`config.mk`:
```
export PLATFORM = sky130hd
export DESIGN_NAME = line_sensor_array_position
export DESIGN_NICKNAME = d
export VERILOG_FILES = /design/src/hdl/lsap_pkg.sv /design/src/hdl/lsap_regs.sv /design/src/hdl/lsap_ctrl.sv /design/src/hdl/lsap_dp.sv /design/src/hdl/line_sensor_array_position.sv
export SDC_FILE = /design/constraint.sdc
export NUM_CORES = 1
export LEC_CHECK = 0
export BUFFER_PORTS_ARGS = -buffer_cell sky130_fd_sc_hd__buf_4
export CAP_MARGIN = 20
export CORE_MARGIN = 10
export CORE_UTILIZATION = 63
export CTS_CLUSTER_DIAMETER = 60
export CTS_CLUSTER_SIZE = 10
export DETAILED_ROUTE_END_ITERATION = 6
export PLACE_DENSITY = 0.93
export SETUP_SLACK_MARGIN = 0.15
export SYNTH_ARGS = -nofsm -noshare
export SYNTH_HDL_FRONTEND = slang
export SYNTH_HIERARCHICAL = 1
export SYNTH_SLANG_ARGS = --single-unit
export TNS_END_PERCENT = 5
```
`constraint.sdc`:
```
create_clock -name clk_i -period 11.65 [get_ports clk_i]
set_clock_uncertainty 0.2 [all_clocks]
set_input_delay 1.7475 -clock clk_i [delete_from_list [all_inputs] [get_ports clk_i]]
set_output_delay 1.7475 -clock clk_i [all_outputs]
set_load 0.03 [all_outputs]
```
`src/hdl/lsap_pkg.sv`:
```
// Package for the line sensor array position block.
// Holds widths, constants, register codes and the controller/datapath structs.
// No dependencies.
`default_nettype none
package lsap_pkg;

  localparam int MAX_LEDS       = 16;
  localparam int INTENSITY_BITS = 8;
  localparam int FULL_SCALE     = (1 << INTENSITY_BITS) - 1;

  localparam int IDX_W   = 5;
  localparam int M_W     = 4;
  localparam int RATIO_W = 8;
  localparam int WSUM_W  = 17;
  localparam int PROD_W  = 14;
  localparam int POS_FRAC = 14;
  localparam int DEN_W   = 15;
  localparam int NUM_W   = DEN_W + POS_FRAC;
  localparam int Q_W     = 15;
  localparam int POS_W   = 16;
  localparam int STEP_W  = 4;

  localparam logic REG_LED_COUNT   = 1'b0;
  localparam logic REG_SHARP_RATIO = 1'b1;

  localparam logic [IDX_W-1:0]   LED_COUNT_RESET   = 5'd8;
  localparam logic [RATIO_W-1:0] SHARP_RATIO_RESET = 8'd64;

  typedef struct packed {
    logic [IDX_W-1:0]   led_count;
    logic [RATIO_W-1:0] sharp_ratio;
  } cfg_t;

  typedef struct packed {
    logic accept;
    logic load;
    logic step;
    logic store;
  } dp_cmd_t;

  typedef struct packed {
    logic last;
  } dp_status_t;

endpackage
`default_nettype wire

```
`src/hdl/lsap_regs.sv`:
```
// APB-style configuration registers: led_count and sharp_ratio.
// Depends on lsap_pkg.
`default_nettype none
module lsap_regs (
  input  wire logic         clk_i,
  input  wire logic         rst_ni,
  input  wire logic         psel,
  input  wire logic         penable,
  input  wire logic         pwrite,
  input  wire logic [2:0]   paddr,
  input  wire logic [31:0]  pwdata,
  output logic [31:0]       prdata,
  output logic              pready,
  output lsap_pkg::cfg_t    cfg_o
);
  import lsap_pkg::*;

  logic [IDX_W-1:0]   led_count_q;
  logic [RATIO_W-1:0] sharp_ratio_q;
  logic               wr_en;

  assign pready = 1'b1;
  assign wr_en  = psel && penable && pwrite;

  always_ff @(posedge clk_i or negedge rst_ni) begin
    if (!rst_ni) begin
      led_count_q   <= LED_COUNT_RESET;
      sharp_ratio_q <= SHARP_RATIO_RESET;
    end else if (wr_en) begin
      unique case (paddr[2])
        REG_LED_COUNT:   led_count_q   <= pwdata[IDX_W-1:0];
        REG_SHARP_RATIO: sharp_ratio_q <= pwdata[RATIO_W-1:0];
        default: ;
      endcase
    end
  end

  always_comb begin
    unique case (paddr[2])
      REG_LED_COUNT:   prdata = {{(32-IDX_W){1'b0}}, led_count_q};
      REG_SHARP_RATIO: prdata = {{(32-RATIO_W){1'b0}}, sharp_ratio_q};
      default:         prdata = '0;
    endcase
  end

  assign cfg_o.led_count   = led_count_q;
  assign cfg_o.sharp_ratio = sharp_ratio_q;

endmodule
`default_nettype wire

```
`src/hdl/lsap_ctrl.sv`:
```
// Controller: accepts LED requests, sequences load, divide and store of a frame result.
// Depends on lsap_pkg.
`default_nettype none
module lsap_ctrl (
  input  wire logic             clk_i,
  input  wire logic             rst_ni,
  input  wire logic             in_valid_i,
  output logic                  in_ready_o,
  output logic                  out_valid_o,
  input  wire logic             out_ready_i,
  input  lsap_pkg::dp_status_t  status_i,
  output lsap_pkg::dp_cmd_t     cmd_o
);
  import lsap_pkg::*;

  typedef enum logic [1:0] {
    ST_IDLE,
    ST_LOAD,
    ST_DIV,
    ST_STORE
  } state_e;

  state_e            state_q;
  logic [STEP_W-1:0] step_q;
  logic              out_valid_q;
  logic              slot_free;

  assign slot_free   = !out_valid_q || out_ready_i;
  assign in_ready_o  = (state_q == ST_IDLE);
  assign out_valid_o = out_valid_q;

  assign cmd_o.accept = in_valid_i && (state_q == ST_IDLE);
  assign cmd_o.load   = (state_q == ST_LOAD);
  assign cmd_o.step   = (state_q == ST_DIV);
  assign cmd_o.store  = (state_q == ST_STORE) && slot_free;

  always_ff @(posedge clk_i or negedge rst_ni) begin
    if (!rst_ni) begin
      state_q     <= ST_IDLE;
      step_q      <= '0;
      out_valid_q <= 1'b0;
    end else begin
      if (out_valid_q && out_ready_i && !cmd_o.store) begin
        out_valid_q <= 1'b0;
      end
      unique case (state_q)
        ST_IDLE: begin
          if (cmd_o.accept && status_i.last) begin
            state_q <= ST_LOAD;
          end
        end
        ST_LOAD: begin
          step_q  <= '0;
          state_q <= ST_DIV;
        end
        ST_DIV: begin
          step_q <= step_q + STEP_W'(1);
          if (step_q == STEP_W'(Q_W - 1)) begin
            state_q <= ST_STORE;
          end
        end
        ST_STORE: begin
          if (slot_free) begin
            out_valid_q <= 1'b1;
            state_q     <= ST_IDLE;
          end
        end
        default: state_q <= ST_IDLE;
      endcase
    end
  end

endmodule
`default_nettype wire

```
`src/hdl/lsap_dp.sv`:
```
// Datapath: frame accumulators, edge flags, shift-subtract divider and result registers.
// Depends on lsap_pkg; driven by lsap_ctrl commands.
`default_nettype none
module lsap_dp (
  input  wire logic                     clk_i,
  input  wire logic                     rst_ni,
  input  lsap_pkg::cfg_t                cfg_i,
  input  lsap_pkg::dp_cmd_t             cmd_i,
  output lsap_pkg::dp_status_t          status_o,
  input  wire logic                     led_white_i,
  input  wire logic [7:0]               led_intensity_i,
  output logic signed [15:0]            line_position_o,
  output logic [4:0]                    dark_total_o,
  output logic                          no_line_o,
  output logic                          all_dark_o,
  output logic                          sharp_left_o,
  output logic                          sharp_right_o
);
  import lsap_pkg::*;

  logic [IDX_W-1:0]        idx_q;
  logic signed [WSUM_W-1:0] wsum_q;
  logic [IDX_W-1:0]        dark_q;
  logic signed [IDX_W-1:0] outer_q;
  logic                    seen_q;
  logic [5:0]              edge_q;

  logic [IDX_W-1:0]        n;
  logic [M_W-1:0]          m;
  logic [12:0]             thr_prod;
  logic [IDX_W-1:0]        thr_raw;
  logic [IDX_W-1:0]        thr;
  logic                    restart;
  logic [IDX_W-1:0]        idx;
  logic signed [WSUM_W-1:0] wsum_b;
  logic [IDX_W-1:0]        dark_b;
  logic signed [IDX_W-1:0] outer_b;
  logic                    seen_b;
  logic [5:0]              edge_b;
  logic [IDX_W:0]          idx_p1;
  logic signed [IDX_W-1:0] off;
  logic [IDX_W-1:0]        off_mag;
  logic [IDX_W-1:0]        outer_mag;
  logic [INTENSITY_BITS-1:0] weight;
  logic [PROD_W-1:0]       prod;
  logic [5:0]              edge_n;

  logic [NUM_W-1:0]        rem_q;
  logic [NUM_W-1:0]        dsh_q;
  logic [Q_W-1:0]          quo_q;
  logic                    neg_q;
  logic [IDX_W-1:0]        res_dark_q;
  logic [5:0]              res_edge_q;

  logic                    many;
  logic [WSUM_W-1:0]       wmag;
  logic [7:0]              cm;
  logic [15:0]             den_w;
  logic [DEN_W-1:0]        den;
  logic [NUM_W-1:0]        num;
  logic                    ge;
  logic [POS_W-1:0]        mag;

  always_comb begin
    if (cfg_i.led_count < IDX_W'(2)) begin
      n = IDX_W'(2);
    end else if (cfg_i.led_count > IDX_W'(MAX_LEDS)) begin
      n = IDX_W'(MAX_LEDS);
    end else begin
      n = cfg_i.led_count;
    end
  end

  assign m        = n[IDX_W-1:1];
  assign thr_prod = {8'b0, n} * {5'b0, cfg_i.sharp_ratio};
  assign thr_raw  = thr_prod[12:8];
  assign thr      = (thr_raw == '0) ? IDX_W'(1) : thr_raw;

  assign restart = (idx_q >= n);
  assign idx     = restart ? '0 : idx_q;
  assign wsum_b  = restart ? '0 : wsum_q;
  assign dark_b  = restart ? '0 : dark_q;
  assign outer_b = restart ? '0 : outer_q;
  assign seen_b  = restart ? 1'b0 : seen_q;
  assign edge_b  = restart ? 6'h3F : edge_q;

  assign idx_p1        = {1'b0, idx} + (IDX_W+1)'(1);
  assign status_o.last = (idx_p1 >= {1'b0, n});

  assign off       = idx - {1'b0, m};
  assign off_mag   = off[IDX_W-1] ? (IDX_W'(0) - off) : off;
  assign outer_mag = outer_b[IDX_W-1] ? (IDX_W'(0) - outer_b) : outer_b;
  assign weight    = INTENSITY_BITS'(FULL_SCALE) - led_intensity_i[INTENSITY_BITS-1:0];
  assign prod      = {{(PROD_W-IDX_W){off[IDX_W-1]}}, off} *
                     {{(PROD_W-INTENSITY_BITS){1'b0}}, weight};

  always_comb begin
    edge_n = edge_b;
    if (idx < thr) begin
      edge_n = edge_n & (led_white_i ? 6'h3E : 6'h3D);
    end
    if (({1'b0, idx} + {1'b0, thr}) > {1'b0, n}) begin
      edge_n = edge_n & (led_white_i ? 6'h37 : 6'h3B);
    end
    edge_n = edge_n & (led_white_i ? 6'h1F : 6'h2F);
  end

  always_ff @(posedge clk_i or negedge rst_ni) begin
    if (!rst_ni) begin
      idx_q   <= '0;
      wsum_q  <= '0;
      dark_q  <= '0;
      outer_q <= '0;
      seen_q  <= 1'b0;
      edge_q  <= 6'h3F;
    end else if (cmd_i.load) begin
      idx_q   <= '0;
      wsum_q  <= '0;
      dark_q  <= '0;
      outer_q <= '0;
      seen_q  <= 1'b0;
      edge_q  <= 6'h3F;
    end else if (cmd_i.accept) begin
      idx_q  <= idx_p1[IDX_W-1:0];
      edge_q <= edge_n;
      if (!led_white_i) begin
        wsum_q <= wsum_b + {{(WSUM_W-PROD_W){prod[PROD_W-1]}}, prod};
        dark_q <= dark_b + IDX_W'(1);
        seen_q <= 1'b1;
        outer_q <= (!seen_b || (off_mag > outer_mag)) ? off : outer_b;
      end else begin
        wsum_q  <= wsum_b;
        dark_q  <= dark_b;
        seen_q  <= seen_b;
        outer_q <= outer_b;
      end
    end
  end

  assign many  = (dark_q > IDX_W'(2));
  assign wmag  = wsum_q[WSUM_W-1] ? (WSUM_W'(0) - wsum_q) : wsum_q;
  assign cm    = {3'b0, dark_q} * {4'b0, m};
  assign den_w = 16'(cm) * 16'(FULL_SCALE);
  assign den   = many ? den_w[DEN_W-1:0] : {{(DEN_W-M_W){1'b0}}, m};
  assign num   = many ? {wmag[DEN_W-1:0], {POS_FRAC{1'b0}}}
                      : {{(DEN_W-IDX_W){1'b0}}, (outer_q[IDX_W-1] ? (IDX_W'(0) - outer_q)
                                                                : outer_q),
                         {POS_FRAC{1'b0}}};
  assign ge    = (rem_q >= dsh_q);
  assign mag   = {1'b0, quo_q};

  always_ff @(posedge clk_i) begin
    if (cmd_i.load) begin
      rem_q      <= num;
      dsh_q      <= {den, {POS_FRAC{1'b0}}};
      quo_q      <= '0;
      neg_q      <= many ? wsum_q[WSUM_W-1] : outer_q[IDX_W-1];
      res_dark_q <= dark_q;
      res_edge_q <= edge_q;
    end else if (cmd_i.step) begin
      if (ge) begin
        rem_q <= rem_q - dsh_q;
      end
      quo_q <= {quo_q[Q_W-2:0], ge};
      dsh_q <= dsh_q >> 1;
    end
    if (cmd_i.store) begin
      line_position_o <= neg_q ? $signed(POS_W'(0) - mag) : $signed(mag);
      dark_total_o    <= res_dark_q;
      no_line_o       <= res_edge_q[4];
      all_dark_o      <= res_edge_q[5];
      sharp_left_o    <= res_edge_q[0] && res_edge_q[2];
      sharp_right_o   <= res_edge_q[1] && res_edge_q[3];
    end
  end

endmodule
`default_nettype wire

```
`src/hdl/line_sensor_array_position.sv`:
```
// Line position from a frame of reflectance sensors; top level.
// Throughput: one LED request per cycle within a frame; after the frame's last LED the
// input is held off through the load, 15 shift-subtract divider steps and the store,
// and for as long as the store waits on an unaccepted earlier result. The result and
// out_valid_o are registered in the store state. Reset: led_count 8, sharp_ratio 64,
// frame empty, no result pending. Uses lsap_pkg, lsap_regs, lsap_ctrl, lsap_dp.
`default_nettype none
module line_sensor_array_position (
  input  wire logic               clk_i,
  input  wire logic               rst_ni,
  input  wire logic               psel,
  input  wire logic               penable,
  input  wire logic               pwrite,
  input  wire logic [2:0]         paddr,
  input  wire logic [31:0]        pwdata,
  output logic [31:0]             prdata,
  output logic                    pready,
  input  wire logic               in_valid_i,
  output logic                    in_ready_o,
  input  wire logic               led_white_i,
  input  wire logic [7:0]         led_intensity_i,
  output logic                    out_valid_o,
  input  wire logic               out_ready_i,
  output logic signed [15:0]      line_position_o,
  output logic [4:0]              dark_total_o,
  output logic                    no_line_o,
  output logic                    all_dark_o,
  output logic                    sharp_left_o,
  output logic                    sharp_right_o
);
  import lsap_pkg::*;

  cfg_t       cfg;
  dp_cmd_t    cmd;
  dp_status_t status;

  lsap_regs u_regs (
    .clk_i   (clk_i),
    .rst_ni  (rst_ni),
    .psel    (psel),
    .penable (penable),
    .pwrite  (pwrite),
    .paddr   (paddr),
    .pwdata  (pwdata),
    .prdata  (prdata),
    .pready  (pready),
    .cfg_o   (cfg)
  );

  lsap_ctrl u_ctrl (
    .clk_i       (clk_i),
    .rst_ni      (rst_ni),
    .in_valid_i  (in_valid_i),
    .in_ready_o  (in_ready_o),
    .out_valid_o (out_valid_o),
    .out_ready_i (out_ready_i),
    .status_i    (status),
    .cmd_o       (cmd)
  );

  lsap_dp u_dp (
    .clk_i           (clk_i),
    .rst_ni          (rst_ni),
    .cfg_i           (cfg),
    .cmd_i           (cmd),
    .status_o        (status),
    .led_white_i     (led_white_i),
    .led_intensity_i (led_intensity_i),
    .line_position_o (line_position_o),
    .dark_total_o    (dark_total_o),
    .no_line_o       (no_line_o),
    .all_dark_o      (all_dark_o),
    .sharp_left_o    (sharp_left_o),
    .sharp_right_o   (sharp_right_o)
  );

  a_store_sets_valid: assert property (@(posedge clk_i) disable iff (!rst_ni)
    cmd.store |=> out_valid_o)
    else $error("result store did not raise out_valid_o");

  a_busy_no_accept: assert property (@(posedge clk_i) disable iff (!rst_ni)
    (cmd.load || cmd.step) |-> !in_ready_o)
    else $error("LED request accepted while divider busy");

  a_last_starts_load: assert property (@(posedge clk_i) disable iff (!rst_ni)
    (cmd.accept && status.last) |=> cmd.load)
    else $error("frame end did not start result load");

  a_pos_range: assert property (@(posedge clk_i) disable iff (!rst_ni)
    out_valid_o |-> (line_position_o <= 16'sd16384) && (line_position_o >= -16'sd16384))
    else $error("line_position_o out of range");

endmodule
`default_nettype wire

```
==> impl_metrics.sql, run 1 <==
INSERT INTO impl_metrics (metric_group, metric, value, unit) VALUES
('die', 'rows', '57', ''),
('timing', 'finalCritPeriodShare', '0.877', ''),
('finish', 'final_layout_size_suffix_gt1_frac', '0.0996', ''),
('yosys', 'synth-async-reset-ratio', '0.349', ''),
('yosys', 'synthesis.area_per_instance', '9.28', 'µm²'),
('setup_path', 'critical_path_top_delay_cell', 'sky130_fd_sc_hd__xor2_1', ''),
('cts', 'postCtsSetupRepairBufs', '0', ''),
('cts', 'cts.hold.buffers_added', '0', ''),
('hold_path', 'holdCritPathClass', 'reg -> reg', ''),
('setup_path', 'worst_setup_path_start_kind', 'flop', ''),
('timing', 'maxSlewHeadroom', '0.252', ''),
('timing', 'final-max-slew-violation-count', '0', ''),
('cts', 'clock_tree_from_tritoncts', 'done', ''),
('timing', 'worst_hold_slack', '0.219', 'ns'),
('yosys', 'number_of_enable_type_register_cells_in_the_synthesized_netlist', '81', ''),
('timing', 'max_frequency', '97.9', 'MHz'),
('timing', 'fin_tns_setup', '0', 'ns'),
('global_routing', 'vias_in_the_first_global_route', '12900', ''),
('route', 'drt_first_pass_iters', '7', ''),
('outcome', 'result_of_the_run', 'complete, no violations', ''),
('yosys', 'synthFlopType', 'sky130_fd_sc_hd__edfxtp_1', ''),
('timing', 'setup_viol', '0', ''),
('cts', 'maximum_buffer_depth_of_the_clock_tree', '2', ''),
('cts', 'later_pin_clock_latency_in_the_skew_report', '0.44', 'ns'),
('die', 'fp.dieW', '177', 'µm'),
('timing', 'worst_slew_pin_slew', '1.11', 'ns'),
('route', 'routed_via_density', '6.10', ''),
('finish', 'combined_flip_flop_and_latch_cell_area', '0.00450', 'mm²'),
('yosys', 'synthesis.area', '0.0154', 'mm²'),
('timing', 'finalHoldViolations', '0', ''),
('setup_path', 'worst_path_largest_cell_delay', '0.79', 'ns'),
('cts', 'cts_buffers', '17', ''),
('cts', 'cts.root.buffer_cell', 'sky130_fd_sc_hd__clkbuf_16', ''),
('global_routing', 'antenna_violations_before_repair', '0', ''),
('route', 'drc_errors', '0', ''),
('setup_path', 'critPathCaptureType', 'flop', ''),
('cts', 'clk_transition_reported_paths', '0.07', 'ns'),
('yosys', 'synth.yosys.warnings', '6', ''),
('cts', 'cts.sinks', '169', ''),
('setup_path', 'path_max_fanout', '22', ''),
('global_routing', 'first_pass_grt_wire_length', '61400', 'µm'),
('yosys', 'yosys.cell_types.count', '89', ''),
('finish', 'final_net_count', '2012', ''),
('route', 'num_vias', '12400', ''),
('die', 'die_h', '177', 'µm'),
('placement', 'dp.final_hpwl', '26600', 'µm'),
('yosys', 'syn_inst', '1665', ''),
('cts', 'cts.repair.resized', '0', ''),
('setup_path', 'critPathRequiredTime', '11.77', 'ns'),
('die', 'initial_core_utilization', '0.637', ''),
('route', 'detail_route.wl_per_cell', '17.8', 'µm'),
('finish', 'flow.area_growth_from_synthesis', '8.37', '%'),
('finish', 'num_antenna_cells', '0', ''),
('global_routing', 'track_usage', '0.235', ''),
('timing', 'min_period', '10.22', 'ns'),
('timing', 'grt_setup_unrepaired', 'false', ''),
('die', 'coreArea', '0.0242', 'mm²'),
('setup_path', 'worst_ep_arrival_time', '10.33', 'ns'),
('setup_path', 'worstPathBufferInverterCount', '4', ''),
('global_routing', 'grt_max_degree', '61', ''),
('finish', 'fillers', '1644', ''),
('die', 'boundaryPins', '111', ''),
('route', 'drt-initial-drc-count', '1290', ''),
('global_routing', 'grt_remaining_overflow', '0', ''),
('route', 'postRouteWirelength', '36300', 'µm'),
('die', 'die_area', '0.0312', 'mm²'),
('yosys', 'yosysSeqAreaShare', '0.291', ''),
('setup_path', 'path_class', 'reg -> reg', ''),
('route', 'ant_nets', '0', ''),
('placement', 'gp_congestion', '0.941', ''),
('cts', 'h-tree-depth', '4', ''),
('yosys', 'ys_seq_elements', '169', ''),
('finish', 'multi_input_comb_area', '0.00987', 'mm²'),
('run', 'drv_cap', '0', ''),
('setup_path', 'path_delay_family', 'compound AO/OA/AOI/OAI gates', ''),
('placement', 'io_port_bufs', '59', '');
[flip-flops by register name, summed over array words and instances (netlist names), 6 cells and up]
name / count
u_regs/sharp_ratio_q: 8
u_dp/edge_q: 6
u_dp/line_position_o: 16
u_dp/dsh_q: 29
u_dp/quo_q: 15
u_dp/wsum_q: 17
u_dp/rem_q: 29
u_dp/res_edge_q: 6
[worst reg2reg max path, delay by kind of cell, from the launching register on]
kind	cells	cell delay, ns
buffers and inverters	4	0.74
XOR/XNOR	2	1.01
AO/OA/AOI/OAI	16	4.09
flip-flops	1	0.36
AND/OR/NAND/NOR	6	0.99
adder cells (fa/ha/maj)	7	2.72
[synth_stat cells (28+ instances only)]
master                     instances  area, µm²
sky130_fd_sc_hd__inv_1           213        800
sky130_fd_sc_hd__ha_1            180       2250
sky130_fd_sc_hd__nor2_1          148        556
sky130_fd_sc_hd__nand2_1         119        447
sky130_fd_sc_hd__edfxtp_1         81       2430
sky130_fd_sc_hd__fa_1             76       1520
sky130_fd_sc_hd__o21ai_0          62        310
sky130_fd_sc_hd__a21oi_1          56        280
sky130_fd_sc_hd__and2_1           54        338
sky130_fd_sc_hd__xnor2_1          54        473
sky130_fd_sc_hd__dfrtp_1          51       1280
sky130_fd_sc_hd__clkbuf_1         44        165
sky130_fd_sc_hd__xor2_1           37        324
sky130_fd_sc_hd__mux2i_1          34        340
sky130_fd_sc_hd__dfxtp_1          29        581
sky130_fd_sc_hd__nand3_1          28        140
[cells by family (layout without fill, tap and decap cells)]
group | after synthesis | in the layout | share of synthesized area
compound gates | 323 | 323 | 0.145
xor+xnor | 91 | 91 | 0.0516
fa+ha+maj | 256 | 256 | 0.244
buf+inv | 289 | 318 | 0.0770
flops | 169 | 169 | 0.291
mux | 57 | 57 | 0.0388
other cells | 2 | 25 | 0.000486
simple gates | 478 | 478 | 0.152
[final timing paths]
path                                       startpoint  cells after the start               endpoint  slack [ns]
worst max register to register  u_regs/led_count_q[4]                     35        u_dp/wsum_q[16]        1.43
min in group asynchronous                      rst_ni                      1  u_regs/led_count_q[2]        1.18
worst min-delay path               u_dp/res_dark_q[4]                      0   u_dp/dark_total_o[4]        0.22
worst min register to register     u_dp/res_dark_q[4]                      0   u_dp/dark_total_o[4]        0.22
max in group asynchronous                      rst_ni                      1        u_dp/wsum_q[10]        9.53
worst max-delay path            u_regs/led_count_q[4]                     35        u_dp/wsum_q[16]        1.43
[cells in the final DEF (no fill, tap or decap), drive strengths merged, types with 19 or more instances in the layout]
master	n
dfrtp	51
clkbuf	20
edfxtp	81
nor3	25
xnor2	54
inv	216
ha	180
and2	57
a21o	25
dfxtp	29
fa	76
nor2b	19
buf	74
nand2b	21
nand3	28
a21oi	60
nor2	148
o21ai	66
conb	25
mux2	23
xor2	37
nand2	119
mux2i	34
[routing by layer]
layer	track usage	vias up	routed length (µm)	share of wire
li1	-	5738	-	-
met1	0.271	6069	14100	0.39
met2	0.419	539	18500	0.51
met3	0.0434	102	2590	0.071
met4	0.0981	0	1160	0.032
met5	0	-	0	0
[final cells by class]
type,count,area share
multi-input cells,1230,0.590
flip-flops and latches,169,0.269
inverters,213,0.0478
repair buffers,74,0.0344
clock buffers,20,0.0285
well taps,324,0.0242
clock inverters,11,0.00665
[stage by stage]
stage / instance area [µm²] / std cells / worst slack (ns) / utilization
2_1_floorplan: 15500 / 1688 / 2.51 / -
6_report: 16700 / 2041 / 1.43 / 0.690
5_1_grt: 16700 / 2041 / 0.816 / 0.690
3_5_place_dp: 16100 / 2008 / 1.43 / 0.665
4_1_cts: 16700 / 2039 / 1.38 / 0.689
3_3_place_gp: 16100 / 2007 / 1.78 / 0.664
Power of run 1 is left out: the tool's default activity adds up to more than one toggle a clock period on the data nets, which glitch-free logic cannot reach.
==> inputs of run 2 (changes only) <==
CORE_MARGIN = 3   (was 10)
GPL_TIMING_DRIVEN = 0   (was default)
MAX_ROUTING_LAYER = met4   (was default)
==> impl_metrics.sql, run 2 (same netlist as run 1, synthesis figures left out) <==
INSERT INTO impl_metrics (metric_group, metric, value, unit) VALUES
('outcome', 'result_of_the_run', 'complete, no violations', ''),
('finish', 'flow.area_growth_from_synthesis', '10.4', '%'),
('hold_path', 'holdCritPathClass', 'reg -> reg', ''),
('die', 'fp.dieW', '163', 'µm'),
('global_routing', 'antenna_violations_before_repair', '0', ''),
('timing', 'max_frequency', '93.9', 'MHz'),
('setup_path', 'rrSetupSlack', '1.00', 'ns'),
('cts', 'clock_tree_from_tritoncts', 'done', ''),
('route', 'drc_errors', '0', ''),
('run', 'drv_cap', '0', ''),
('route', 'postRouteWirelength', '38400', 'µm'),
('route', 'routed_via_density', '6.16', ''),
('cts', 'cts.hold.buffers_added', '0', ''),
('setup_path', 'path_max_fanout', '11', ''),
('finish', 'fillers', '1546', ''),
('timing', 'min_period', '10.65', 'ns'),
('placement', 'placement.setup.worst_slack', '0.120', 'ns'),
('setup_path', 'worst_path_largest_cell_delay', '0.55', 'ns'),
('setup_path', 'timing.rr.end', 'u_dp/wsum_q[16]', ''),
('setup_path', 'worstPathBufferInverterCount', '9', ''),
('route', 'drt_first_pass_iters', '7', ''),
('cts', 'cts.root.buffer_cell', 'sky130_fd_sc_hd__clkbuf_16', ''),
('cts', 'later_pin_clock_latency_in_the_skew_report', '0.44', 'ns'),
('cts', 'h-tree-depth', '4', ''),
('setup_path', 'critPathRequiredTime', '11.77', 'ns'),
('die', 'boundaryPins', '111', ''),
('route', 'detail_route.wl_per_cell', '18.3', 'µm'),
('setup_path', 'path_class', 'reg -> reg', ''),
('global_routing', 'first_pass_grt_wire_length', '62500', 'µm'),
('global_routing', 'grt_remaining_overflow', '0', ''),
('finish', 'mostFrequentLayoutCell', 'sky130_fd_sc_hd__inv_1', ''),
('die', 'initial_core_utilization', '0.650', ''),
('timing', 'maxSlewHeadroom', '0.309', ''),
('setup_path', 'critPathCaptureType', 'flop', ''),
('cts', 'maximum_buffer_depth_of_the_clock_tree', '2', ''),
('setup_path', 'path_delay_family', 'compound AO/OA/AOI/OAI gates', ''),
('finish', 'mostFrequentLayoutCells', 'sky130_fd_sc_hd__inv_1 (213), sky130_fd_sc_hd__ha_1 (180), sky130_fd_sc_hd__nor2_1 (148)', ''),
('placement', 'io_port_bufs', '58', ''),
('hold_path', 'whs_endpoint', 'u_dp/no_line_o', ''),
('placement', 'gp_congestion', '0.990', ''),
('setup_path', 'r2r_start', 'u_regs/led_count_q[4]', ''),
('finish', 'final_layout_size_suffix_gt1_frac', '0.109', ''),
('die', 'coreArea', '0.0238', 'mm²'),
('hold_path', 'holdPathStages', '0', ''),
('global_routing', 'grt_max_degree', '60', ''),
('route', 'ant_nets', '0', ''),
('placement', 'dp.final_hpwl', '28300', 'µm'),
('die', 'die_h', '163', 'µm'),
('die', 'rows', '56', ''),
('timing', 'worst_slew_pin_slew', '1.03', 'ns'),
('timing', 'finalWorstSetupSlack', '1.00', 'ns'),
('finish', 'largestRegisters', 'u_dp/dsh_q x29, u_dp/rem_q x29, u_dp/wsum_q x17', ''),
('setup_path', 'critical_path_top_delay_cell', 'sky130_fd_sc_hd__fa_1', ''),
('setup_path', 'timing.reg2reg.worst_path_depth', '40', ''),
('timing', 'finalHoldViolations', '0', ''),
('finish', 'final_net_count', '2075', ''),
('timing', 'finalCritPeriodShare', '0.914', ''),
('timing', 'final-max-slew-violation-count', '0', ''),
('global_routing', 'vias_in_the_first_global_route', '13100', ''),
('route', 'drt-initial-drc-count', '1400', ''),
('hold_path', 'holdCritStartpoint', 'u_dp/res_edge_q[4]', ''),
('route', 'num_vias', '12900', ''),
('cts', 'postCtsSetupRepairBufs', '0', ''),
('setup_path', 'worst_setup_path_start_kind', 'flop', ''),
('cts', 'cts_buffers', '17', ''),
('cts', 'clk_transition_reported_paths', '0.07', 'ns'),
('timing', 'setup_viol', '0', ''),
('global_routing', 'track_usage', '0.300', ''),
('timing', 'grt_setup_unrepaired', 'false', ''),
('setup_path', 'worst_ep_arrival_time', '10.77', 'ns'),
('die', 'die_area', '0.0264', 'mm²'),
('timing', 'fin_tns_setup', '0', 'ns'),
('cts', 'cts.sinks', '169', '');
-- run 2: cell count changes in the layout (fill, tap and decap cells not counted), sizes merged --
cell and delta:
clkbuf +42, buf +20, inv +4, clkinv -3, bufinv +2, clkinvlp -1
diode +1
-- run 2: timing repair --
action                                  CTS  global route
pin swaps                                 0             0
gates resized for setup                   1            15
endpoints found under the setup margin    1             5
-- run 2: worst max-delay path by stage --
| stage | depth (start not counted) | from | end |
|---|---|---|---|
| 4_1_cts | 40 | u_regs/led_count_q[4] | u_dp/wsum_q[16] |
| 2_1_floorplan | 40 | u_regs/led_count_q[4] | u_dp/wsum_q[16] |
| 3_3_place_gp | 40 | u_regs/led_count_q[4] | u_dp/wsum_q[16] |
| 5_1_grt | 40 | u_regs/led_count_q[4] | u_dp/wsum_q[16] |
| 6_report | 40 | u_regs/led_count_q[4] | u_dp/wsum_q[16] |
| 3_5_place_dp | 40 | u_regs/led_count_q[4] | u_dp/wsum_q[16] |
-- run 2: area by class of cell --
class                           count  area [µm²]  area share
Tap cell                          319         399      0.0234
Antenna cell                        1        2.50    0.000147
Clock inverter                     13         180      0.0106
Sequential cell                   169        4500       0.264
Buffer                             76         399      0.0234
Clock buffer                       19         453      0.0265
Timing Repair Buffer               61         473      0.0277
Inverter                          213         800      0.0469
Multi-Input combinational cell   1230        9860       0.578
-- run 2: worst reg2reg max path, delay by kind of cell, from the launching register on --
family	cells	cell delay, ns
compound gates	16	3.20
fa+ha+maj	7	2.97
buf+inv	9	2.29
simple gates	6	1.00
xor+xnor	2	0.47
flops	1	0.40
-- run 2: per-stage QoR --
step           hold WS [ns]  cell area, µm²  cells   util
2_1_floorplan         0.200           15500   1688      -
3_3_place_gp          0.207           16400   2065  0.689
3_5_place_dp          0.216           16400   2067  0.690
4_1_cts               0.234           17000   2099  0.717
5_1_grt               0.241           17100   2100  0.718
6_report              0.233           17100   2101  0.718
-- run 2: layer usage --
metal | wire length (µm) | up-vias | GRT usage
met2 | 19400 | 699 | 0.519
li1 | - | 5894 | -
met4 | 1570 | 0 | 0.138
met5 | 0 | - | -
met3 | 3010 | 152 | 0.0468
met1 | 14400 | 6187 | 0.343
Power of run 2 is left out for the same reason.
